$ cat src/rtl/sdiw_div_cell.sv
// ---------------------------------------------------------------------------
// sdiw_div_cell: one bit cell of a restoring division chain
// Shifts in one dividend bit, subtracts the divisor when it fits and
// passes remainder, quotient and divisor on.
// ---------------------------------------------------------------------------
`default_nettype none

module sdiw_div_cell #(
	parameter int RW = 31,
	parameter int NW = 19,
	parameter int QW = 19,
	parameter int CW = 2
) (
	input  logic          clk,
	input  logic          arst_n,
	input  logic          adv,
	input  logic          prev_valid,
	input  logic [RW-1:0] prev_rem,
	input  logic [NW-1:0] prev_num,
	input  logic [QW-1:0] prev_quo,
	input  logic [RW-1:0] prev_div,
	input  logic [CW-1:0] prev_carry,
	output logic          valid_q,
	output logic [RW-1:0] rem_q,
	output logic [NW-1:0] num_q,
	output logic [QW-1:0] quo_q,
	output logic [RW-1:0] div_q,
	output logic [CW-1:0] carry_q
);

	logic [RW:0] r;
	logic [RW:0] diff;
	logic        take;

	assign r    = {prev_rem, prev_num[NW-1]};
	assign take = r >= {1'b0, prev_div};
	assign diff = r - {1'b0, prev_div};

	always_ff @(posedge clk or negedge arst_n) begin
		if (!arst_n) begin
			valid_q <= 1'b0;
		end else if (adv) begin
			valid_q <= prev_valid;
		end
	end

	always_ff @(posedge clk) begin
		if (adv) begin
			rem_q   <= take ? diff[RW-1:0] : r[RW-1:0];
			num_q   <= {prev_num[NW-2:0], 1'b0};
			quo_q   <= {prev_quo[QW-2:0], take};
			div_q   <= prev_div;
			carry_q <= prev_carry;
		end
	end

endmodule

`default_nettype wire

$ cat config.mk
export PLATFORM = sky130hd
export DESIGN_NAME = sdiw_div_cell
export DESIGN_NICKNAME = d
export VERILOG_FILES = /design/src/rtl/sdiw_div_cell.sv
export SDC_FILE = /design/constraint.sdc
export NUM_CORES = 1
export LEC_CHECK = 0
export ABC_AREA = 1
export BUFFER_PORTS_ARGS = -buffer_cell sky130_fd_sc_hd__buf_2
export CORE_MARGIN = 3
export CORE_UTILIZATION = 45
export DETAILED_ROUTE_END_ITERATION = 10
export PLACE_DENSITY = 0.73
export SYNTH_ARGS = -nofsm -noshare
export SYNTH_HDL_FRONTEND = slang
export SYNTH_SLANG_ARGS = --single-unit
$ cat constraint.sdc
create_clock -name clk -period 1 [get_ports clk]
set_clock_uncertainty 0.15 [all_clocks]
set_input_delay 0.15 -clock clk [delete_from_list [all_inputs] [get_ports clk]]
set_output_delay 0.15 -clock clk [all_outputs]
set_load 0.05 [all_outputs]
==> out/results.ini <==
[floorplanning]
dieHeight_um = 121
dieArea_um2 = 14800
io_pins = 209
row_count = 41
fp.dieW_um = 121
core-area_um2 = 12800
initial_core_util_pct = 46.8

[power]
max-vdd-ir-drop_v = 0.000825
leakage_nw = 5.34
p_per_area_nw_per_um2 = 1430
power.total_w = 0.0152

[routing]
ant_nets = 0
viasPerCell = 5.16
dr.first_iter.drc_count = 597
vias = 6852
routed_wl_mm = 24.1
wire_per_inst_um = 18.1
dr.pass1.iters = 5
drc_errors = 0

[synth]
syn_nets = 874
synth-seq-cells = 102
synth-warning-count = 0
synthAdderAreaFrac_pct = 6.80
synthXorXnorAreaFrac_pct = 2.04
synth_top_family_by_area = simple AND/OR/NAND/NOR gates
synthSimpleGateAreaFrac_pct = 27.3
syn-cell-area_um2 = 6000
synthMuxAreaShare_pct = 0.188
ys_seq_area_share_pct = 51.0
synth.avg_cell_area_um2 = 8.15
synth_cell_type_count = 30
synth_compound_area_share_pct = 2.04
netlist_instances = 736

[hold_path]
hp-class = primary input to flip-flop

[global_route]
grt_max_degree = 37
track_usage_pct = 30.8
first_global_vias = 6904
grt_pass1_wl_mm = 34.7
grt.overflow.total = 0
grt_antenna_before_repair = 1

[setup_path]
rrSetupSlack_ns = -0.07
cpPeakStageDelay_ns = 0.22
crit_chain = buf_2, inv_2, ha_4, nand2_1, nand2_1, nand2_1, nand2_2, a21oi_4, nand3_2, nand2_4, nand2_8, buf_12, nand2_1, nand2_1
slowest_stage = ha_4
cp_top_family = simple AND/OR/NAND/NOR gates
crit_required_ns = 0.96
startpoint_type = primary input
crit_type = primary input to flip-flop
path_buf_inv = 3
worstSetupEndpointType = flip-flop
cp_common_cell = nand2_1
path_max_fanout = 11
cp_data_arrival_time_ns = 1.79

[timing]
rsz0062_at_grt = true
hold_viol = 0
fmax_mhz = 547
maxSlewViolCount = 0
setup_viol = 135
fin_ws_ns = -0.829
period_share_pct = 183
fin_crit_ns = 1.83

[clocking]
clockBufferDepth = 2
cts.clk_slew.worst_paths_ns = 0.07
numCtsBuffers = 9
cts.sinks = 102
h-tree-depth = 3
clock_latency_ns = 0.35
tritoncts = done
cts-root-buf = clkbuf_16

[final_layout]
final_common_cell = nand2_1
fill_cells = 697
postLayoutCellArea_um2 = 10600
syn_to_final_growth_pct = 77.0
layout-drive-gt1-share_pct = 38.8
fin_nets = 1289
layout_common_cells = 260 x nand2_1, 139 x inv_1, 105 x buf_6

[placement]
portBuffers = 206
gp_congestion = 0.880
dp_hpwl_mm = 13.1
place_area_um2 = 7980

[run_status]
status = finished, violations left
violations = negative setup slack

[flow_run]
maxCapViolations = 0

==> state kept, by name, summed over array words and instances, names as in the netlist <==
register  count
num_q        18
quo_q        19
carry_q       2
div_q        31
rem_q        31
valid_q       1
==> cell families (layout without fill, tap and decap cells) <==
family | Yosys count | after routing
fa+ha+maj | 32 | 32
simple gates | 400 | 400
xor+xnor | 14 | 14
mux | 1 | 1
buf+inv | 163 | 583
other cells | 1 | 2
compound gates | 23 | 23
flops | 102 | 102
==> cell type report <==
| type | count | area (um2) | share of cell area (%) |
|---|---|---|---|
| diodes | 1 | 2.50 | 0.0236 |
| clock buffers | 11 | 233 | 2.19 |
| clock inverters | 5 | 66.3 | 0.625 |
| inverters | 156 | 617 | 5.81 |
| multi-input cells | 471 | 2860 | 26.9 |
| flip-flops and latches | 102 | 3060 | 28.8 |
| well taps | 172 | 215 | 2.03 |
| repair buffers | 410 | 3550 | 33.5 |
| repair inverters | 1 | 11.3 | 0.106 |
==> power by group <==
part           leakage, nW  total [W]  switching (W)  internal, W
Combinational         4.20    0.00607        0.00361      0.00245
Sequential           0.999    0.00549       0.000252      0.00524
Clock                0.142    0.00364        0.00166      0.00198
Total                 5.34     0.0152        0.00552      0.00967
==> layer usage <==
metal / share of wire, % / wire length, um / global-route usage (%)
met5: 0 / 0 / 0
met2: 51 / 12200 / 55.4
met1: 35 / 8430 / 35.0
met4: 5.2 / 1260 / 13.0
met3: 9.1 / 2190 / 6.67
==> what timing repair did <==
action	4_1_cts	5_1_grt
setup buffers	12	2
pin swaps	19	9
resized for setup	296	39
hold buffers	97	0
endpoints found under the setup margin	134	135
endpoints found under the hold margin	96	0
gates cloned	3	0
==> per-stage QoR <==
step	hold slack [ns]	utilization, %	setup WS [ns]	cells	TNS (ns)
detailed placement	-0.222	62.2	-1.33	1201	-44.69
finish	0.00410	82.8	-0.829	1329	-48.19
global placement	-0.226	62.2	-1.26	1201	-42.61
global route	0.00542	82.8	-0.907	1329	-53.27
CTS	0.00197	81.9	-0.770	1329	-45.43
floorplan	-0.296	-	-1.06	736	-31.09
==> tightest hold or removal path, stage by stage <==
cell	delay [ns]
buf_2	0.09
buf_4	0.09
nand2_1	0.04
nand2_1	0.04
==> worst paths after layout <==
path,startpoint,endpoint,depth (start not counted)
max,prev_div[9],rem_q[13],14
min,prev_rem[29],rem_q[30],4
max reg2reg,valid_q,valid_q,2
min reg2reg,valid_q,valid_q,2
max in group asynchronous,arst_n,valid_q,3
min in group asynchronous,arst_n,valid_q,3
==> synth_stat cells <==
| cell type | instances | share of area (%) |
|---|---|---|
| nor2_1 | 39 | 2.4 |
| buf_4 | 1 | 0.13 |
| nor3_1 | 3 | 0.25 |
| fa_1 | 1 | 0.33 |
| o21ai_0 | 3 | 0.25 |
| nand3b_1 | 2 | 0.25 |
| buf_2 | 4 | 0.33 |
| edfxtp_1 | 101 | 51 |
| a21oi_1 | 17 | 1.4 |
| nand2_1 | 292 | 18 |
| xor2_1 | 14 | 2.0 |
| conb_1 | 1 | 0.063 |
| buf_6 | 2 | 0.38 |
| and2_1 | 2 | 0.21 |
| o21bai_1 | 3 | 0.38 |
| nand4_1 | 6 | 0.63 |
| nand3_1 | 44 | 3.7 |
| inv_1 | 152 | 9.5 |
| inv_2 | 4 | 0.25 |
| or2_0 | 1 | 0.10 |
| nand2_4 | 1 | 0.19 |
| nor2_4 | 2 | 0.38 |
| or2_2 | 2 | 0.21 |
| nand2_2 | 2 | 0.21 |
| nor2_2 | 2 | 0.21 |
| dfrtp_1 | 1 | 0.42 |
| and3_1 | 1 | 0.10 |
| nor3_2 | 1 | 0.17 |
| mux2_2 | 1 | 0.19 |
| ha_1 | 31 | 6.5 |
No activity file was read; power rests on OpenSTA's default activity.
