$ cat src/rtl/sdiw_exp_cell.sv
// ---------------------------------------------------------------------------
// sdiw_exp_cell: one term cell of the exponential series chain
// Multiplies the running term by y, divides by the term index K and
// adds or subtracts it from the running sum, over two stages.
// ---------------------------------------------------------------------------
`default_nettype none

module sdiw_exp_cell #(
	parameter int K  = 1,
	parameter int CW = 3
) (
	input  logic          clk,
	input  logic          arst_n,
	input  logic          adv,
	input  logic          prev_valid,
	input  logic [31:0]   prev_term,
	input  logic [31:0]   prev_sum,
	input  logic [30:0]   prev_y,
	input  logic [CW-1:0] prev_carry,
	output logic          valid_q,
	output logic [31:0]   term_q,
	output logic [31:0]   sum_q,
	output logic [30:0]   y_q,
	output logic [CW-1:0] carry_q
);

	localparam bit ODD = (K % 2) == 1;

	logic          valid_s1;
	logic [31:0]   p_s1;
	logic [31:0]   sum_s1;
	logic [30:0]   y_s1;
	logic [CW-1:0] carry_s1;
	logic [62:0]   prod;
	logic [31:0]   t;

	assign prod = 63'(prev_term) * 63'(prev_y);

	generate
		if ((K & (K - 1)) == 0) begin : g_shift
			localparam int SH = $clog2(K);
			assign t = p_s1 >> SH;
		end else begin : g_recip
			localparam logic [34:0] RECIP = 35'(((64'd1 << 35) + 64'(K) - 64'd1) / 64'(K));
			logic [66:0] pm;
			assign pm = 67'(p_s1) * 67'(RECIP);
			assign t  = pm[66:35];
		end
	endgenerate

	always_ff @(posedge clk or negedge arst_n) begin
		if (!arst_n) begin
			valid_s1 <= 1'b0;
			valid_q  <= 1'b0;
		end else if (adv) begin
			valid_s1 <= prev_valid;
			valid_q  <= valid_s1;
		end
	end

	always_ff @(posedge clk) begin
		if (adv) begin
			p_s1     <= prod[62:31];
			sum_s1   <= prev_sum;
			y_s1     <= prev_y;
			carry_s1 <= prev_carry;
			term_q   <= t;
			sum_q    <= ODD ? sum_s1 - t : sum_s1 + t;
			y_q      <= y_s1;
			carry_q  <= carry_s1;
		end
	end

endmodule

`default_nettype wire

$ cat config.mk
export PLATFORM = sky130hd
export DESIGN_NAME = sdiw_exp_cell
export DESIGN_NICKNAME = d
export VERILOG_FILES = /design/src/rtl/sdiw_exp_cell.sv
export SDC_FILE = /design/constraint.sdc
export NUM_CORES = 2
export LEC_CHECK = 0
export BUFFER_PORTS_ARGS = -buffer_cell sky130_fd_sc_hd__buf_4
export CORE_UTILIZATION = 45
export DETAILED_ROUTE_END_ITERATION = 16
export GPL_TIMING_DRIVEN = 0
export PLACE_DENSITY = 0.63
export SYNTH_ARGS = -nofsm -noshare
export SYNTH_HDL_FRONTEND = slang
export SYNTH_SLANG_ARGS = --single-unit
$ cat constraint.sdc
create_clock -name clk -period 3 [get_ports clk]
set_clock_uncertainty 0.2 [all_clocks]
set_input_delay 0.75 -clock clk [delete_from_list [all_inputs] [get_ports clk]]
set_output_delay 0.75 -clock clk [all_outputs]
set_load 0.05 [all_outputs]
==> run summary <==
result of the run: complete, but fails checks
failing checks: setup timing
vias in the first global route: 30110
starting density of the core: 45.7%
Die Area: 0.0882 mm²
antenna violations before repair: 10
remaining design rule violation count: 0
first-iteration detailed-routing DRC count: 2608
post-synthesis register bit count: 198
vias after detailed routing: 29582
detailed placer's ending HPWL: 108000 µm
critical path capture point type: flop
count of pins on the block boundary: 201
layer with the highest usage after global routing: met2
maxcap violations: 0
Antenna Violating Nets Remaining: 0
Slew Limit Headroom: 44.0%
share of post-route cells with drive strength above 1: 18.4%
path type of the worst min-delay path: primary input to flop
cell chosen for the clock root: sky130_fd_sc_hd__clkbuf_16
core occupancy in the finished layout: 54.6%
kind of start point of the critical path: primary input
count of H-tree levels built during CTS: 4
global-route track usage on met3: 6.52%
Layout area overhead: 19.6%
clock tree from TritonCTS: yes
Num CTS Buffers: 17
post-layout minimum cycle time: 7.59 ns
number of rows created at floorplan: 107
top cells by instance count after synthesis: sky130_fd_sc_hd__fa_1, sky130_fd_sc_hd__inv_1, sky130_fd_sc_hd__and2_1
setup repair after global routing missed its margin: yes
Core Region: 0.0857 mm²
startpoint-to-endpoint class of the critical path: primary input to flop
overflow left after global routing: 0
weighted congestion at the end of routability-driven global placement: 1.02
Final Hold Vio Count: 0
count of final setup violators: 43
dominant cells by area after synthesis: sky130_fd_sc_hd__fa_1, sky130_fd_sc_hd__edfxtp_1, sky130_fd_sc_hd__ha_1
global router's overall resource usage: 30.8%
sequential cell area fraction in the yosys report: 15.2%
Port Buffer Count: 200
first-pass GRT wire length: 195000 µm
global-route track usage on met1: 39.3%
measured slew at the worst slew-check pin: 0.840 ns
number of warnings printed during yosys synthesis: 0
distinct cell type count of the synthesized netlist: 59
met2 GRT Util: 47.8%
die boundary width: 297 µm
crit-path max FO: 6
number of iterations in the first detailed-routing pass: 8
clock net sink count: 198
Post-Syn Area per Cell: 9.96 µm²
data required time at the worst endpoint: 3.05 ns
Mapped Area: 0.0391 mm²
cell accounting for the most synthesized area: sky130_fd_sc_hd__fa_1
CTS clk-pin slew, worst paths: 0.09 ns
async set or reset register ratio after synthesis: 1.01%
number of nets produced by synthesis: 5181
routed wire length per instance: 24.9 µm
clk_lat worst skew: 0.52 ns
Gate Count Post-Synth: 3929
top-area cell type share of the netlist area: 44.3%
vertical extent of the die: 297 µm
via density per instance: 5.45
fin crit share: 253%
most used flip-flop cell after synthesis: sky130_fd_sc_hd__edfxtp_1
number of nets in the final layout: 5515
arrival time worst endpoint: 7.64 ns
most instantiated library cell after synthesis: sky130_fd_sc_hd__fa_1
number of synthesized flops with an enable pin: 196
achievable clock frequency: 0.132 GHz
wirelength, routed: 135000 µm
largest net degree at the start of global routing: 103
final setup slack of the worst path: -4.59 ns
maximum count of clock buffers along a single path: 2
final number of max-transition violations: 0
==> cells by family after synthesis <==
family | Yosys count | synth area share, %
flops | 198 | 15.2
buf+inv | 1061 | 10.2
fa+ha+maj | 1150 | 53.4
compound gates | 269 | 4.52
xor+xnor | 64 | 1.43
simple gates | 1185 | 15.3
mux | 2 | 0.0575
==> path summary, 6_finish.rpt <==
check | startpoint | to | slack (ns) | depth (start not counted)
worst max-delay path | prev_y[11] | p_s1[23] | -4.59 | 24
worst min-delay path | prev_sum[26] | sum_s1[26] | 0.19 | 1
worst max register to register | p_s1[1] | sum_q[31] | -0.46 | 11
worst min register to register | y_s1[5] | y_q[5] | 0.21 | 0
max in group asynchronous | arst_n | valid_s1 | 2.16 | 2
min in group asynchronous | arst_n | valid_q | 0.35 | 2
==> layout by cell type, fill, tap and decap left out, types with 44 or more instances in the layout <==
cell | Yosys | routed
sky130_fd_sc_hd__fa_2 | 0 | 58
sky130_fd_sc_hd__clkbuf_16 | 0 | 60
sky130_fd_sc_hd__a21oi_1 | 88 | 65
sky130_fd_sc_hd__buf_4 | 0 | 275
sky130_fd_sc_hd__a21o_1 | 44 | 44
sky130_fd_sc_hd__ha_1 | 284 | 264
sky130_fd_sc_hd__inv_1 | 848 | 831
sky130_fd_sc_hd__and2_4 | 0 | 58
sky130_fd_sc_hd__fa_1 | 866 | 808
sky130_fd_sc_hd__and2_1 | 533 | 474
sky130_fd_sc_hd__buf_6 | 0 | 44
sky130_fd_sc_hd__nand2_1 | 518 | 512
sky130_fd_sc_hd__edfxtp_1 | 196 | 196
==> layer usage <==
| metal | up-vias | wire (µm) | part of all wire (%) |
|---|---|---|---|
| li1 | 12446 | - | - |
| met1 | 15239 | 50700 | 38 |
| met2 | 1495 | 62500 | 46 |
| met3 | 400 | 12200 | 9.0 |
| met4 | 2 | 9790 | 7.2 |
| met5 | - | 11 | 0.0081 |
==> worst max-delay path, cell delays in order <==
cell and delay (ns):
sky130_fd_sc_hd__buf_12 0.13, sky130_fd_sc_hd__clkbuf_16 0.15, sky130_fd_sc_hd__buf_6 0.11, sky130_fd_sc_hd__and2_4 0.15
sky130_fd_sc_hd__fa_2 0.48, sky130_fd_sc_hd__fa_2 0.59, sky130_fd_sc_hd__inv_2 0.05, sky130_fd_sc_hd__fa_2 0.46
sky130_fd_sc_hd__fa_1 0.52, sky130_fd_sc_hd__inv_1 0.05, sky130_fd_sc_hd__fa_1 0.46, sky130_fd_sc_hd__fa_1 0.52
sky130_fd_sc_hd__fa_2 0.63, sky130_fd_sc_hd__fa_2 0.48, sky130_fd_sc_hd__ha_4 0.33, sky130_fd_sc_hd__nand2_1 0.08
sky130_fd_sc_hd__o211ai_1 0.26, sky130_fd_sc_hd__a2bb2oi_2 0.20, sky130_fd_sc_hd__o41ai_4 0.13, sky130_fd_sc_hd__a31o_4 0.27
sky130_fd_sc_hd__o31a_4 0.35, sky130_fd_sc_hd__buf_6 0.14, sky130_fd_sc_hd__o31ai_4 0.23, sky130_fd_sc_hd__xor2_1 0.11
==> layout make-up <==
cell class / instances / area, µm²
Clock buffer: 18 / 429
Multi-Input combinational cell: 2670 / 30400
Antenna cell: 3 / 7.51
Sequential cell: 198 / 5940
Fill cell: 7720 / 38900
Buffer: 210 / 2450
Timing Repair Buffer: 318 / 2740
Inverter: 848 / 3180
Tap cell: 1144 / 1430
Clock inverter: 14 / 183
==> registers in the layout, indices dropped and copies added, names as in the netlist <==
name	count
valid_s1	1
p_s1	32
valid_q	1
y_s1	31
sum_q	32
carry_s1	3
y_q	31
sum_s1	32
carry_q	3
term_q	32
==> what timing repair did <==
item / CTS / global route
buffers inserted: 72 / 41
endpoints found under the setup margin: 46 / 47
pin swaps: 102 / 108
endpoints found under the hold margin: 2 / 0
cloned: 2 / 3
resized for setup: 461 / 228
hold buffers: 1 / 0
==> through the flow <==
step           hold WS [ns]  instances  setup slack (ns)  TNS [ns]  instance area, µm²
2_1_floorplan         0.200       3929             -4.46   -131.52               39700
3_3_place_gp          0.201       5273             -6.32   -265.76               42700
3_5_place_dp          0.205       5274             -6.40   -192.71               42700
4_1_cts               0.152       5380             -4.60   -138.48               45800
5_1_grt               0.163       5421             -4.67   -145.04               46800
6_report              0.193       5423             -4.59   -140.34               46800
Power is not shown: default switching activity piles up to over one toggle a cycle in this logic, so the estimate is an artifact.
