**src/rtl/sdiw_sqrt_cell.sv**
```systemverilog
// ---------------------------------------------------------------------------
// sdiw_sqrt_cell: one digit cell of the square root chain
// Takes two radicand bits, tries the next root bit and hands remainder,
// partial root and the remaining radicand to the next cell.
// ---------------------------------------------------------------------------
`default_nettype none

module sdiw_sqrt_cell #(
	parameter int NW = 66,
	parameter int RW = 35,
	parameter int QW = 33,
	parameter int CW = 31
) (
	input  logic          clk,
	input  logic          arst_n,
	input  logic          adv,
	input  logic          prev_valid,
	input  logic [RW-1:0] prev_rem,
	input  logic [QW-1:0] prev_root,
	input  logic [NW-1:0] prev_num,
	input  logic [CW-1:0] prev_carry,
	output logic          valid_q,
	output logic [RW-1:0] rem_q,
	output logic [QW-1:0] root_q,
	output logic [NW-1:0] num_q,
	output logic [CW-1:0] carry_q
);

	logic [RW+1:0] r2;
	logic [RW+1:0] trial;
	logic [RW+1:0] diff;
	logic          take;

	assign r2    = {prev_rem, prev_num[NW-1 -: 2]};
	assign trial = (RW+2)'({prev_root, 2'b01});
	assign take  = r2 >= trial;
	assign diff  = r2 - trial;

	always_ff @(posedge clk or negedge arst_n) begin
		if (!arst_n) begin
			valid_q <= 1'b0;
		end else if (adv) begin
			valid_q <= prev_valid;
		end
	end

	always_ff @(posedge clk) begin
		if (adv) begin
			rem_q   <= take ? diff[RW-1:0] : r2[RW-1:0];
			root_q  <= {prev_root[QW-2:0], take};
			num_q   <= {prev_num[NW-3:0], 2'b00};
			carry_q <= prev_carry;
		end
	end

endmodule

`default_nettype wire

```
**config.mk**
```make
export PLATFORM = sky130hd
export DESIGN_NAME = sdiw_sqrt_cell
export DESIGN_NICKNAME = d
export VERILOG_FILES = /design/src/rtl/sdiw_sqrt_cell.sv
export SDC_FILE = /design/constraint.sdc
export NUM_CORES = 1
export LEC_CHECK = 0
export ABC_AREA = 1
export BUFFER_PORTS_ARGS = -buffer_cell sky130_fd_sc_hd__buf_2
export CAP_MARGIN = 20
export CORE_MARGIN = 3
export CORE_UTILIZATION = 49
export DETAILED_ROUTE_END_ITERATION = 10
export MAX_ROUTING_LAYER = met4
export PLACE_DENSITY = 0.8
export SLEW_MARGIN = 30
export SYNTH_ARGS = -nofsm -noshare
export SYNTH_HDL_FRONTEND = slang
export SYNTH_SLANG_ARGS = --single-unit
export TNS_END_PERCENT = 20
```
**constraint.sdc**
```tcl
create_clock -name clk -period 1 [get_ports clk]
set_clock_uncertainty 0.05 [all_clocks]
set_input_delay 0.15 -clock clk [delete_from_list [all_inputs] [get_ports clk]]
set_output_delay 0.15 -clock clk [all_outputs]
set_load 0.05 [all_outputs]
```
==> impl.org, run 1 <==
** Placement
- The wire-length estimate of the detail-placed layout is 21.98 mm.
- Final weighted congestion of routability-driven global placement :: 0.9328
- Port buffering added 332 buffers.
- Placed inst area :: 11,860 um^2
- The number of placed instances, taps included, is 1,522.

** Synth
- Flops & latches, synth :: 164
- Number of warning messages in the yosys log :: 0
- Post-synthesis instance area :: 8322 um^2
- Main flop type after synthesis :: sky130_fd_sc_hd__edfxtp_1
- Number of distinct library cells after synthesis :: 37
- After synthesis, the share of flip-flops with an asynchronous set or reset is 0.006098.
- A synthesized cell averages 9.966 um^2.
- Counting every instance in the synthesized netlist gives 835.
- Post-synth EDFFs :: 163
- For this run, the register share of the synthesized area comes to 0.5912.

** Floorplan
- Io pins :: 335
- The floorplan has 47 rows.
- The die is 136.3 um tall.
- Die width :: 136.3 um
- Starting density of the core :: 0.5018

** Clocking
- The clock net in this run drives a total of 164 sinks.
- TritonCTS created 17 clock buffers.
- Buffer depth of the longest clock path :: 2
- Clock root buffer master :: sky130_fd_sc_hd__clkbuf_16
- Total number of H-tree levels :: 4

** Global routing
- Entering global routing, the biggest net connects 27 pins.

** Status
- Run status :: stopped before the end
- Error message :: [ERROR DPL-0038] Utilization greater than 100%, impossible to legalize
- Last flow stage reached :: 5_1_grt

** STA
- Worst setup endpoint GRT :: rem_q[3]$_DFFE_PP_/D
- Worst endpoint type :: register data pin
-- logic make-up after synthesis --
family | count (synthesis) | share of synthesized area
simple gates | 436 | 0.2382
flops | 164 | 0.5912
buf+inv | 139 | 0.06991
compound gates | 42 | 0.02842
fa+ha+maj | 35 | 0.05262
xor+xnor | 17 | 0.01789
other cells | 1 | 0.0004506
mux | 1 | 0.001353
-- cell usage after synthesis, types with 2 or more instances --
cell / count / area, um^2
sky130_fd_sc_hd__nor2_2: 6 / 37.54
sky130_fd_sc_hd__nand4_1: 6 / 37.54
sky130_fd_sc_hd__buf_4: 2 / 15.01
sky130_fd_sc_hd__nor3_1: 4 / 20.02
sky130_fd_sc_hd__nand3_1: 67 / 335.3
sky130_fd_sc_hd__ha_1: 35 / 437.9
sky130_fd_sc_hd__nand3_2: 13 / 130.1
sky130_fd_sc_hd__a21oi_1: 26 / 130.1
sky130_fd_sc_hd__nand2_1: 246 / 923.4
sky130_fd_sc_hd__nand2_2: 19 / 118.9
sky130_fd_sc_hd__edfxtp_1: 163 / 4895
sky130_fd_sc_hd__o21bai_1: 6 / 45.04
sky130_fd_sc_hd__inv_1: 127 / 476.7
sky130_fd_sc_hd__xor2_1: 16 / 140.1
sky130_fd_sc_hd__buf_6: 5 / 56.30
sky130_fd_sc_hd__nor2_1: 56 / 210.2
sky130_fd_sc_hd__nor2_4: 3 / 33.78
sky130_fd_sc_hd__nand3b_1: 8 / 60.06
sky130_fd_sc_hd__buf_2: 3 / 15.01
sky130_fd_sc_hd__o21ai_0: 5 / 25.02
sky130_fd_sc_hd__nor4_1: 3 / 18.77
-- repair_timing --
item	4_1_cts
hold buffers	135
pin swaps	46
setup endpoints to repair	200
setup buffers	29
hold endpoints to repair	134
gates cloned	5
resized for setup	268
-- metrics by stage --
step	setup slack [ns]	hold WS, ns
after floorplan	-0.7103	-0.1956
after global placement	-1.118	-0.1255
after detailed placement	-1.145	-0.1219
after CTS	-0.5457	0.003780
==> run 2, diff against run 1 <==
--- a/config.mk
+++ b/config.mk
@@ -9,10 +9,9 @@
 export BUFFER_PORTS_ARGS = -buffer_cell sky130_fd_sc_hd__buf_2
 export CAP_MARGIN = 20
 export CORE_MARGIN = 3
-export CORE_UTILIZATION = 49
+export CORE_UTILIZATION = 40
 export DETAILED_ROUTE_END_ITERATION = 10
-export MAX_ROUTING_LAYER = met4
-export PLACE_DENSITY = 0.8
+export PLACE_DENSITY_LB_ADDON = 0.15
 export SLEW_MARGIN = 30
 export SYNTH_ARGS = -nofsm -noshare
 export SYNTH_HDL_FRONTEND = slang
==> run 2 against run 1 <==
Effect of this change: the flow now finishes, with violations (negative setup slack); synthesized cell count is the same; synthesized area stayed put.
==> impl.org, run 2 <==
** Status
- Run status: complete, but fails checks (was stopped before the end).
- Violations in the final reports :: negative setup slack

** Worst setup path
- STA classifies the critical path startpoint as a primary input.
- In this run the worst path has a maximum fanout of 7.
- At the worst endpoint, the arrival time is 1.83 ns.
- STA classifies the critical path endpoint as a register.
- Worst reg2reg startpoint :: valid_q
- Type of the setup path with the least slack :: in2reg
- At the worst endpoint, the required time is 1.26 ns.
- Startpoint of the worst setup timing path :: prev_root[15]

** STA
- Smallest setup slack after layout :: -0.5686 ns
- Max-slew violations :: 0
- F_max :: 637.5 MHz
- Final Hold Violating Endpoints :: 0
- Finish-stage setup viols :: 200
- Shortest period the worst path allows :: 1.569 ns
- In the finished design, the share of the clock period the worst path needs comes to 1.569.
- Setup repair after global routing could not meet its margin everywhere.

** Synth
- Top cell types by occurrence after synthesis :: sky130_fd_sc_hd__nand2_1, sky130_fd_sc_hd__edfxtp_1, sky130_fd_sc_hd__inv_1 (unchanged)
- Synth Area per Inst :: 9.966 um^2 (unchanged)
- The number of different library cells in the post-synthesis netlist is 37 (unchanged).
- Number of warning messages in the yosys log :: 0 (unchanged)
- The number of flops mapped to enable cells by yosys is 163 (unchanged).
- The cell area after synthesis was 8322 um^2 (unchanged).
- The synthesized instance count was 835 (unchanged).
- Cell with the most instances after synthesis :: sky130_fd_sc_hd__nand2_1 (unchanged)
- The proportion of register bits with asynchronous set or reset after synthesis came to 0.006098 (unchanged).
- The number of storage elements in the synthesis netlist came to 164 (unchanged).
- The portion of the post-synthesis area used by sequential elements came to 0.5912 (unchanged).
- Main flop type after synthesis :: sky130_fd_sc_hd__edfxtp_1 (unchanged)
- Post-synth top area share :: 0.5882 (unchanged)
- Area leader, netlist :: sky130_fd_sc_hd__edfxtp_1 (unchanged)
- Top post-synthesis cells by area :: sky130_fd_sc_hd__edfxtp_1, sky130_fd_sc_hd__nand2_1, sky130_fd_sc_hd__inv_1 (unchanged)

** Finish
- Measured on the finished design, the core utilization comes to 0.7932.
- Relative to the synthesized area, the layout overhead comes to 94.11%.
- The register with the most flip-flops in the layout has 64 of them.
- Most frequent standard cell in the layout excluding fill and tap cells :: sky130_fd_sc_hd__buf_6
- Counting flops per register, the top entry is num_q.
- Leaving out filler cells and counting taps, the final layout contains 1,777.
- Net count reported at finish :: 1,692
- Fraction of layout instances using a drive strength above 1 :: 0.5370
- Leading cell types in the layout, fill and taps excluded :: sky130_fd_sc_hd__buf_6, sky130_fd_sc_hd__nand2_1, sky130_fd_sc_hd__edfxtp_1
- In the final layout, the registers with the most flip-flops are num_q: 64 flops, rem_q: 35 flops, root_q: 33 flops.

** Floorplan
- Io pins :: 335 (unchanged)
- Die Y :: 150.2 um (was 136.3 um)
- # rows :: 52 (was 47)
- The initial standard-cell utilization of the core is 0.4086 (was 0.5018).
- The floorplan step defined a die boundary enclosing 22,570 um^2.
- The core region is 20,360 um^2.
- Die width :: 150.2 um (was 136.3 um)

** Power
- Summing internal, switching and leakage power gives 24.06 mW.
- Summed over all cells, the static leakage comes to 7.416 nW.
- IR analysis of the VDD net gives a maximum drop of 1.157 mV.
- Power spread over the standard cell area amounts to 1490 nW/um^2.

** Clocking
- Buffer depth of the longest clock path :: 2 (unchanged)
- Clock-pin slew was measured on the worst setup and hold paths at 0.07 ns.
- Clock net sink count :: 164 (unchanged)
- The number of buffers created by CTS is 17 (unchanged).
- The buffer type at the clock tree root is sky130_fd_sc_hd__clkbuf_16 (unchanged).
- TritonCTS built the clock tree.
- The later pin in the worst-skew pair is clocked with a latency of 0.43 ns.
- The CTS H-tree depth came to 4 (unchanged).

** Drt
- The detail route stage leaves a number of antenna-violating nets equal to 0.
- After detailed routing, the number of remaining DRC violations is 0.
- Summing over every cut layer, the via total after detailed routing is 8,567.
- Detailed-routed wire length on met3 :: 2.061 mm
- Wire segments on met2 add up to 17.48 mm in the final route.
- The first detailed-routing pass ran for 5 iterations.
- Wire length on met1 :: 11.80 mm
- Routed signal wires occupy layers up through met4.
- Using the TritonRoute via totals, the vias-per-cell ratio works out to 4.821.
- Total wire length after detailed routing :: 32.86 mm
- After detailed routing, the average wire length per cell comes to 18.49 um.
- First-iteration detailed-routing DRC count :: 451

** Placement
- Half-perimeter wire length after detailed placement :: 20.80 mm (was 21.98 mm)
- The routability-driven placement congestion ratio came to 0.9136 (was 0.9328).
- The count of port buffers added during placement was 332 (unchanged).
- The placed cell count came to 1,561 (was 1,522).

** Global routing
- Overflow after GRT :: 0
- The first global-routing pass estimated 48.23 mm of wire.
- Entering global routing, the biggest net connects 35 pins.
- Number of antenna violations at the first check in global routing :: 6
- Total track usage :: 0.2803
- Via count of the first global-routing pass :: 8,859

** Hold path
- The tightest min-delay check is of the in2reg type.
- Source of the worst hold timing path :: prev_rem[8]

** Job
- Maximum capacitance violations :: 0
run 2: cell counts after synthesis:
Identical to the previous run, type by type.
run 2: area by class of cell:
| type | count | area (um^2) |
|---|---|---|
| repair buffers | 644 | 5776 |
| flip-flops and latches | 164 | 4920 |
| fillers | 1244 | 4212 |
| multi-input cells | 533 | 4003 |
| inverters | 128 | 518.0 |
| clock buffers | 17 | 425.4 |
| well taps | 270 | 337.8 |
| clock inverters | 15 | 158.9 |
| diodes | 6 | 15.01 |
run 2: routing by layer:
metal	up-vias	global-route usage
met5	-	0
met4	0	0.1267
met3	98	0.06502
met2	368	0.5136
met1	4016	0.3073
li1	4085	-
run 2: cell families after synthesis:
group	Yosys count	share of synthesized area
simple gates	436	0.2382
flops	164	0.5912
buf+inv	139	0.06991
compound gates	42	0.02842
fa+ha+maj	35	0.05262
xor+xnor	17	0.01789
other cells	1	0.0004506
mux	1	0.001353
run 2: critical path, cell delays in order:
cell and delay (ns):
sky130_fd_sc_hd__buf_2 0.12, sky130_fd_sc_hd__inv_1 0.07, sky130_fd_sc_hd__ha_4 0.30, sky130_fd_sc_hd__nand2_2 0.09
sky130_fd_sc_hd__nor2_4 0.17, sky130_fd_sc_hd__nand2_2 0.10, sky130_fd_sc_hd__nor2_1 0.14, sky130_fd_sc_hd__nand3_2 0.11
sky130_fd_sc_hd__nand4_4 0.14, sky130_fd_sc_hd__buf_12 0.14, sky130_fd_sc_hd__buf_12 0.14, sky130_fd_sc_hd__nand3_4 0.07
sky130_fd_sc_hd__nand2_1 0.06
run 2: report_power, final:
part	leakage [nW]	total, mW	switching (mW)	internal (mW)
combinational	5.52	8.72	5.01	3.70
clock	0.287	6.64	3.28	3.35
sequential	1.61	8.71	0.355	8.36
total	7.42	24.1	8.65	15.4
run 2: path summary, 6_finish.rpt:
| kind | to | slack [ns] | depth (start not counted) |
|---|---|---|---|
| min in group asynchronous | valid_q | 0.49 | 3 |
| max in group asynchronous | valid_q | 0.30 | 3 |
| worst min-delay path | rem_q[10] | 0.01 | 3 |
| worst max-delay path | rem_q[24] | -0.57 | 13 |
| worst max register to register | valid_q | 0.17 | 1 |
| worst min register to register | valid_q | 0.51 | 1 |
run 2: repair_timing:
item / CTS / global route
gates resized for setup: 459 / 137
hold buffers: 133 / 2
buffers inserted: 29 / 13
setup endpoints to repair: 200 / 200
endpoints found under the hold margin: 132 / 2
gates cloned: 1 / 1
pin swaps: 64 / 58
run 2: per-stage QoR:
stage | cell area, um^2 | hold slack [ns] | setup slack [ns] | setup TNS, ns
6_report | 16150 | 0.009560 | -0.5686 | -52.15
3_3_place_gp | 11850 | -0.1242 | -1.081 | -39.28
5_1_grt | 16150 | 0.009026 | -0.6737 | -59.26
4_1_cts | 15490 | 0.001021 | -0.5246 | -50.88
3_5_place_dp | 11850 | -0.1209 | -1.098 | -40.44
2_1_floorplan | 8817 | -0.1956 | -0.7103 | -24.69
Power figures use the tool's default switching activity.
==> run 3, diff against run 2 <==
--- a/config.mk
+++ b/config.mk
@@ -6,7 +6,7 @@
 export NUM_CORES = 1
 export LEC_CHECK = 0
 export ABC_AREA = 1
-export BUFFER_PORTS_ARGS = -buffer_cell sky130_fd_sc_hd__buf_2
+export BUFFER_PORTS_ARGS = -buffer_cell sky130_fd_sc_hd__buf_4
 export CAP_MARGIN = 20
 export CORE_MARGIN = 3
 export CORE_UTILIZATION = 40
==> constraint.sdc (replaced) <==
create_clock -name clk -period 1.8 [get_ports clk]
set_clock_uncertainty 0.05 [all_clocks]
set_input_delay 0.27 -clock clk [delete_from_list [all_inputs] [get_ports clk]]
set_output_delay 0.27 -clock clk [all_outputs]
set_load 0.05 [all_outputs]
==> run 3 against run 2 <==
Effect of this change: worst hold slack improved by 0.0031 ns; clock-buffer cell count increased by 1; core utilization decreased by 8.5 points; the flow now finishes without violations; sequential power decreased by 45%; largest cell class is now flip-flops and latches; global-route usage decreased by 2.5 points; cell area decreased by 11%; clock power decreased by 46%; worst setup slack improved by 0.67 ns; via count decreased by 7.9%; wire length decreased by 11%.
==> impl.org, run 3 (synthesis results as in run 2) <==
** Worst setup path
- Crit-path max cell delay :: 0.29 ns (was 0.30 ns)
- Type of the setup path with the least slack :: in2reg (unchanged)
- The type of element launching the critical path is a primary input (unchanged).
- The required time at the endpoint of the critical path came to 1.93 ns (was 1.26 ns).
- Slowest stage cell on the critical path :: sky130_fd_sc_hd__ha_4 (unchanged)
- Worst path buffer plus inverter count :: 5 (was 4)
- Cell-by-cell listing of the critical path: buf_4 -> inv_1 -> ha_4 -> nand2_1 -> nand2_1 -> inv_1 -> nand2_1 -> nand2_1 -> nand2_1 -> inv_1 -> nand2_2 -> nand2_2 -> nand2_2 -> nand2_4 -> buf_12 -> nand3_1 -> nand2_1 (was buf_2 -> inv_1 -> ha_4 -> nand2_2 -> nor2_4 -> nand2_2 -> nor2_1 -> nand3_2 -> nand4_4 -> buf_12 -> buf_12 -> nand3_4 -> nand2_1).
- Critical Path Most Common Cell :: sky130_fd_sc_hd__nand2_1
- Worst path arrival time :: 1.83 ns (about the same)
- The cell family contributing the most delay on the critical path was simple AND/OR/NAND/NOR gates (unchanged).
- The capturing element type of the critical path is a register (unchanged).
- Top fanout value on the critical path :: 18 (was 7)

** Drt
- The number of optimization iterations in the first detailed-route pass came to 5 (unchanged).
- The final routed wirelength across all metal layers was 29.24 mm (was 32.86 mm).
- The average wire per cell in the routed design came to 17.24 um (was 18.49 um).
- Routed Antenna Nets :: 0 (unchanged)
- Post-route DRC violation count :: 0 (unchanged)
- First-iteration detailed-routing DRC count :: 364 (was 451)
- Routed vias/inst :: 4.652 (was 4.821)
- Count of vias placed by the detailed router :: 7,890 (was 8,567)

** Clocking
- The CTS H-tree depth was 4 (unchanged).
- The clock tree from TritonCTS is done (unchanged).
- Source-to-sink clock delay at the later pin of the worst-skew pair :: 0.42 ns (was 0.43 ns)
- Clock-pin transition on the worst setup and hold timing paths :: 0.07 ns (about the same)
- The number of buffers created by CTS came to 17 (unchanged).
- The number of buffers on the longest clock path was 2 (unchanged).
- The number of sinks on the clock net was 164 (unchanged).
- Clock root buffer master :: sky130_fd_sc_hd__clkbuf_16 (unchanged)

** Finish
- The post-layout instance area is 14,420 um^2 (was 16,150 um^2).
- Most frequent standard cell in the layout excluding fill and tap cells :: sky130_fd_sc_hd__buf_4 (was sky130_fd_sc_hd__buf_6)
- Leading cell types in the layout, fill and taps excluded :: sky130_fd_sc_hd__buf_4, sky130_fd_sc_hd__nand2_1, sky130_fd_sc_hd__edfxtp_1 (was sky130_fd_sc_hd__buf_6, sky130_fd_sc_hd__nand2_1, sky130_fd_sc_hd__edfxtp_1)
- The number of fill cells in the layout was 1,558 (was 1,244).
- Net count reported at finish :: 1,616 (was 1,692)
- Register bank with the most flops :: num_q (unchanged)
- Layout overhead on the synthesized area :: 73.33% (was 94.11%)
- Fraction of layout instances using a drive strength above 1 :: 0.4253 (was 0.5370)
- Max reg flops :: 64 (unchanged)
- Largest registers ranked by flip-flop count :: num_q: 64 flops, rem_q: 35 flops, root_q: 33 flops (unchanged)

** Power
- Pwr per Cell Area :: 865.1 nW/um^2 (was 1490 nW/um^2)
- The cell leakage power is 6.727 nW (was 7.416 nW).
- The maximum resistive drop on vdd was 0.6943 mV (was 1.157 mV).
- Post-layout total power :: 12.48 mW (was 24.06 mW)

** STA
- The worst path in the final design needs a cycle of 1.699 ns, including I/O delays and setup.
- The total count of hold-check failures in the final report came to 0 (unchanged).
- The number of setup violations in the final report is 0 (was 200).
- Tcrit/Tclk final :: 0.9441
- The max-slew violation count came to 0 (unchanged).
- F_max :: 588.5 MHz
- Smallest setup slack after layout :: 0.1007 ns (was -0.5686 ns)
- Unrepaired setup endpoints after global routing :: true (unchanged)
- Hold Worst Slack :: 0.01271 ns (was 0.009560 ns)
- Post-Route Setup TNS :: 0 ns (was -52.15 ns)

** Global routing
- The maximum number of pins on one net before global-route repair came to 47 (was 35).
- The global routing usage summed across all routing layers was 0.2555 (was 0.2803).
- The number of antenna violations at the first check in global routing is 1 (was 6).
- The via count of the first global-routing pass came to 8,059 (was 8,859).
- The first-pass GRT wire length came to 44.03 mm (was 48.23 mm).
- The remaining global-route overflow is 0 (unchanged).

** Floorplan
- The initial standard-cell utilization of the core is 0.4086 (unchanged).
- Die Y :: 150.2 um (unchanged)
- # rows :: 52 (unchanged)
- The core region area was 20,360 um^2 (unchanged).
- Die width :: 150.2 um (unchanged)
- The area enclosed by the die boundary is 22,570 um^2 (unchanged).
- The I/O pin count is 335 (unchanged).

** Hold path
- Hold/Removal Path Class :: in2reg (unchanged)

** Placement
- Final weighted congestion of routability-driven global placement :: 0.9254 (was 0.9136)
- Port Buf Inserts :: 332 (unchanged)
- The placed wire-length estimate is 21.16 mm (was 20.80 mm).
- Worst Setup Slack post-DPL :: -0.4233 ns (was -1.098 ns)
- The total placed instance area came to 12,470 um^2 (was 11,850 um^2).

** Job
- The number of max-capacitance violations reported came to 0 (unchanged).

** Status
- Run status :: finished, final reports clean (was complete, but fails checks)
## run 3: changes by cell type in the layout (fill, tap and decap cells not counted), sizes merged
cell / change
buf: -66
clkinv: -2
clkinvlp: +4
diode: -5
dlygate4sd3: -9
inv: -3
## run 3: layout make-up
class	instances	area [um^2]	area share
inverter	128	500.5	0.03470
tap	270	337.8	0.02342
clock buffer	18	429.2	0.02975
sequential	164	4920	0.3411
multi-input combinational	533	3393	0.2353
timing repair buffer	568	4696	0.3256
antenna	1	2.502	0.0001735
clock inverter	14	145.1	0.01006
## run 3: final timing paths
check / from / endpoint / slack, ns / depth (start not counted)
min reg2reg: valid_q / valid_q / 0.48 / 1
max: prev_root[6] / rem_q[12] / 0.10 / 17
min in group asynchronous: arst_n / valid_q / 0.11 / 2
max in group asynchronous: arst_n / valid_q / 1.51 / 2
max reg2reg: valid_q / valid_q / 0.99 / 1
min: prev_root[14] / root_q[15] / 0.01 / 1
## run 3: power by group
group | internal [mW] | leakage, nW | switching [mW]
clock | 1.84 | 0.268 | 1.75
sequential | 4.63 | 1.61 | 0.123
combinational | 1.60 | 4.85 | 2.52
## run 3: metrics by stage
stage / utilization / cells
CTS: 0.7024 / 1694
global route: 0.7083 / 1696
global placement: 0.6123 / 1536
finish: 0.7083 / 1696
floorplan: - / 836
detailed placement: 0.6123 / 1536
## run 3: timing repair
| action | 4_1_cts | 5_1_grt |
|---|---|---|
| resized for setup | 0 | 31 |
| hold endpoints to repair | 126 | 0 |
| setup endpoints to repair | 0 | 35 |
| hold buffers | 126 | 0 |
| setup buffers | 0 | 1 |
## run 3: metal layers
layer  GRT usage  vias up  part of all wire
met5           0        -                 0
met4     0.07411        0             0.024
met2      0.4780      278              0.53
li1            -     3909                 -
met1      0.2995     3664              0.38
met3     0.04395       39             0.057
==> run 4, diff against run 3 <==
--- a/config.mk
+++ b/config.mk
@@ -12,6 +12,7 @@
 export CORE_UTILIZATION = 40
 export DETAILED_ROUTE_END_ITERATION = 10
 export PLACE_DENSITY_LB_ADDON = 0.15
+export RECOVER_POWER = 25
 export SLEW_MARGIN = 30
 export SYNTH_ARGS = -nofsm -noshare
 export SYNTH_HDL_FRONTEND = slang
==> run 4 against run 3 <==
Effect of this change: register-to-register slack hardly changed; sequential share of layout area is 0.12 points higher; cell count stayed put; critical path type unchanged.
==> impl.org, run 4 (synthesis results as in run 2) <==
** Placement
- Half-perimeter wire length after detailed placement :: 21.16 mm (unchanged)
- The count of port buffers added during placement was 332 (unchanged).
- The routability-driven placement congestion ratio came to 0.9254 (unchanged).

** Global routing
- Total track usage :: 0.2555 (unchanged)
- The number of antenna violations at the first check in global routing is 1 (unchanged).
- Overflow after GRT :: 0 (unchanged)
- Maximum number of pins on one net before global-route repair :: 47 (unchanged)
- Global-route wire length before repair :: 44.03 mm (unchanged)
- The via count of the first global-routing pass is 8,059 (unchanged).

** Floorplan
- The I/O pin count is 335 (unchanged).
- The die outline height was 150.2 um (unchanged).
- Die width :: 150.2 um (unchanged)
- The floorplan row count came to 52 (unchanged).
- The initial standard-cell utilization of the core is 0.4086 (unchanged).
- The core region area is 20,360 um^2 (unchanged).
- Die Area :: 22,570 um^2 (unchanged)

** STA
- Finish-stage setup viols :: 0 (unchanged)
- Hold Worst Slack :: 0.01254 ns (was 0.01271 ns)
- Unrepaired setup endpoints after global routing :: true (unchanged)
- Shortest period the worst path allows :: 1.709 ns (was 1.699 ns)
- The final total negative setup slack was 0 ns (unchanged).
- Tcrit/Tclk final :: 0.9492 (was 0.9441)
- The achievable frequency is 585.3 MHz (was 588.5 MHz).
- The total count of hold-check failures in the final report was 0 (unchanged).
- For the pin with the worst max-slew slack, the measured transition is 1.005 ns.
- Max-Slew Margin vs Limit :: 0.3301
- Max-slew violations :: 0 (unchanged)

** Worst setup path
- The cell with the largest stage delay on the worst path is sky130_fd_sc_hd__ha_4 (unchanged).
- Cell-by-cell listing of the critical path: buf_4 -> inv_12 -> ha_4 -> nand2_1 -> buf_4 -> nor4_1 -> buf_4 -> nand3_1 -> nand2_1 -> nand2_1 -> nand3_2 -> nand2_2 (was buf_4 -> inv_1 -> ha_4 -> nand2_1 -> nand2_1 -> inv_1 -> nand2_1 -> nand2_1 -> nand2_1 -> inv_1 -> nand2_2 -> nand2_2 -> nand2_2 -> nand2_4 -> buf_12 -> nand3_1 -> nand2_1).
- The stage delay of the slowest cell on the critical path came to 0.29 ns (about the same).
- Worst path buffer plus inverter count :: 4 (was 5)
- The capturing element type of the critical path is a register (unchanged).
- Dominant delay contributor by cell family on the critical path :: simple AND/OR/NAND/NOR gates (unchanged)
- Worst path arrival time :: 1.85 ns (was 1.83 ns)
- Top fanout value on the critical path :: 4 (was 18)
- The reg2reg setup slack came to 0.99 ns (about the same).
- Type of the setup path with the least slack :: in2reg (unchanged)
- Critical Path RT :: 1.94 ns (was 1.93 ns)
- The type of element launching the critical path is a primary input (unchanged).

** Clocking
- The clock transition time at the flip-flop clock pins of the worst setup and hold paths came to 0.08 ns (was 0.07 ns).
- The CTS H-tree depth is 4 (unchanged).
- Clock net sink count :: 164 (unchanged)
- The number of buffers on the longest clock path is 2 (unchanged).
- The buffer type at the clock tree root is sky130_fd_sc_hd__clkbuf_16 (unchanged).
- Source-to-sink clock delay at the later pin of the worst-skew pair :: 0.42 ns (about the same)
- The number of buffers created by CTS came to 17 (unchanged).
- Clock tree from TritonCTS :: done (unchanged)

** Drt
- Post-route DRC violation count :: 0 (unchanged)
- First-iteration detailed-routing DRC count :: 402 (was 364)
- Routed vias/inst :: 4.648 (was 4.652)
- The number of vias after detailed routing came to 7,883 (was 7,890).
- Wire per inst :: 17.20 um (was 17.24 um)
- The number of optimization iterations in the first detailed-route pass was 6 (was 5).
- The final antenna-violating net count came to 0 (unchanged).
- The final routed wirelength across all metal layers is 29.18 mm (was 29.24 mm).

** Power
- The maximum resistive drop on vdd was 0.6948 mV (was 0.6943 mV).
- The total power per unit cell area came to 866.6 nW/um^2 (was 865.1 nW/um^2).
- Post-layout total power :: 12.46 mW (was 12.48 mW)
- Static leakage :: 6.681 nW (was 6.727 nW)

** Finish
- The final net count is 1,616 (unchanged).
- The largest register by flop count is num_q (unchanged).
- The post-synthesis to final-layout area growth was 72.71% (was 73.33%).
- The final core utilization was 0.7058 (was 0.7083).
- The proportion of layout cells with a drive suffix above 1 came to 0.4196 (was 0.4253).
- Number of fill cells :: 1,568 (was 1,558)
- The leading cell type in the layout, fill and taps excluded is sky130_fd_sc_hd__buf_4 (unchanged).
- Largest registers ranked by flip-flop count :: num_q: 64 flops, rem_q: 35 flops, root_q: 33 flops (unchanged)
- Max reg flops :: 64 (unchanged)
- Leading cell types in the layout, fill and taps excluded: sky130_fd_sc_hd__buf_4, sky130_fd_sc_hd__nand2_1, sky130_fd_sc_hd__edfxtp_1 (unchanged).

** Status
- Run status: finished, final reports clean (unchanged).

** Hold path
- The class of the tightest hold or removal check is in2reg (unchanged).

** Job
- The number of max-capacitance violations reported is 0 (unchanged).
-- run 4: cell types whose count changed in the layout (fill, tap and decap cells not counted) --
cell / before / now
sky130_fd_sc_hd__clkbuf_4: 0 / 48
sky130_fd_sc_hd__buf_2: 0 / 1
sky130_fd_sc_hd__clkbuf_2: 0 / 1
sky130_fd_sc_hd__buf_4: 432 / 376
sky130_fd_sc_hd__clkbuf_1: 1 / 9
sky130_fd_sc_hd__buf_12: 9 / 8
sky130_fd_sc_hd__buf_6: 1 / 0
-- run 4: path summary, 6_finish.rpt --
kind | cells past startpoint | endpoint | startpoint
setup / recovery | 12 | rem_q[28] | prev_root[13]
hold / removal | 1 | root_q[15] | prev_root[14]
setup reg to reg | 1 | valid_q | valid_q
hold reg to reg | 1 | valid_q | valid_q
max in group asynchronous | 2 | valid_q | arst_n
min in group asynchronous | 2 | valid_q | arst_n
-- run 4: layer usage --
metal | track usage | routed length (um) | up-vias
met3 | 0.04395 | 1620 | 36
met4 | 0.07411 | 672 | 0
met1 | 0.2995 | 11290 | 3655
li1 | - | - | 3917
met2 | 0.4780 | 15600 | 275
met5 | 0 | 0 | -
-- run 4: timing repair --
action | in CTS | in global routing
endpoints found under the setup margin | 0 | 35
hold endpoints to repair | 126 | 0
resized for setup | 0 | 31
setup buffers | 0 | 1
hold buffers | 126 | 0
-- run 4: final cells by class --
class | count | area, um^2 | area share
Tap cell | 270 | 337.8 | 0.02350
Multi-Input combinational cell | 533 | 3393 | 0.2361
Timing Repair Buffer | 568 | 4644 | 0.3231
Sequential cell | 164 | 4920 | 0.3423
Antenna cell | 1 | 2.502 | 0.0001741
Inverter | 128 | 500.5 | 0.03482
Clock inverter | 14 | 145.1 | 0.01010
Clock buffer | 18 | 429.2 | 0.02986
-- run 4: where the power goes --
part / total, mW / internal (mW) / switching [mW]
Combinational: 4.10 / 1.58 / 2.52
Sequential: 4.76 / 4.63 / 0.122
Clock: 3.60 / 1.84 / 1.75
-- run 4: metrics by stage --
step                worst slack [ns]  cell area, um^2  instances
detailed placement           -0.4233            12470       1536
finish                       0.09139            14370       1696
global placement             -0.4145            12470       1536
CTS                         0.005320            14310       1694
global route                -0.03323            14370       1696
floorplan                   -0.03033             8817        836
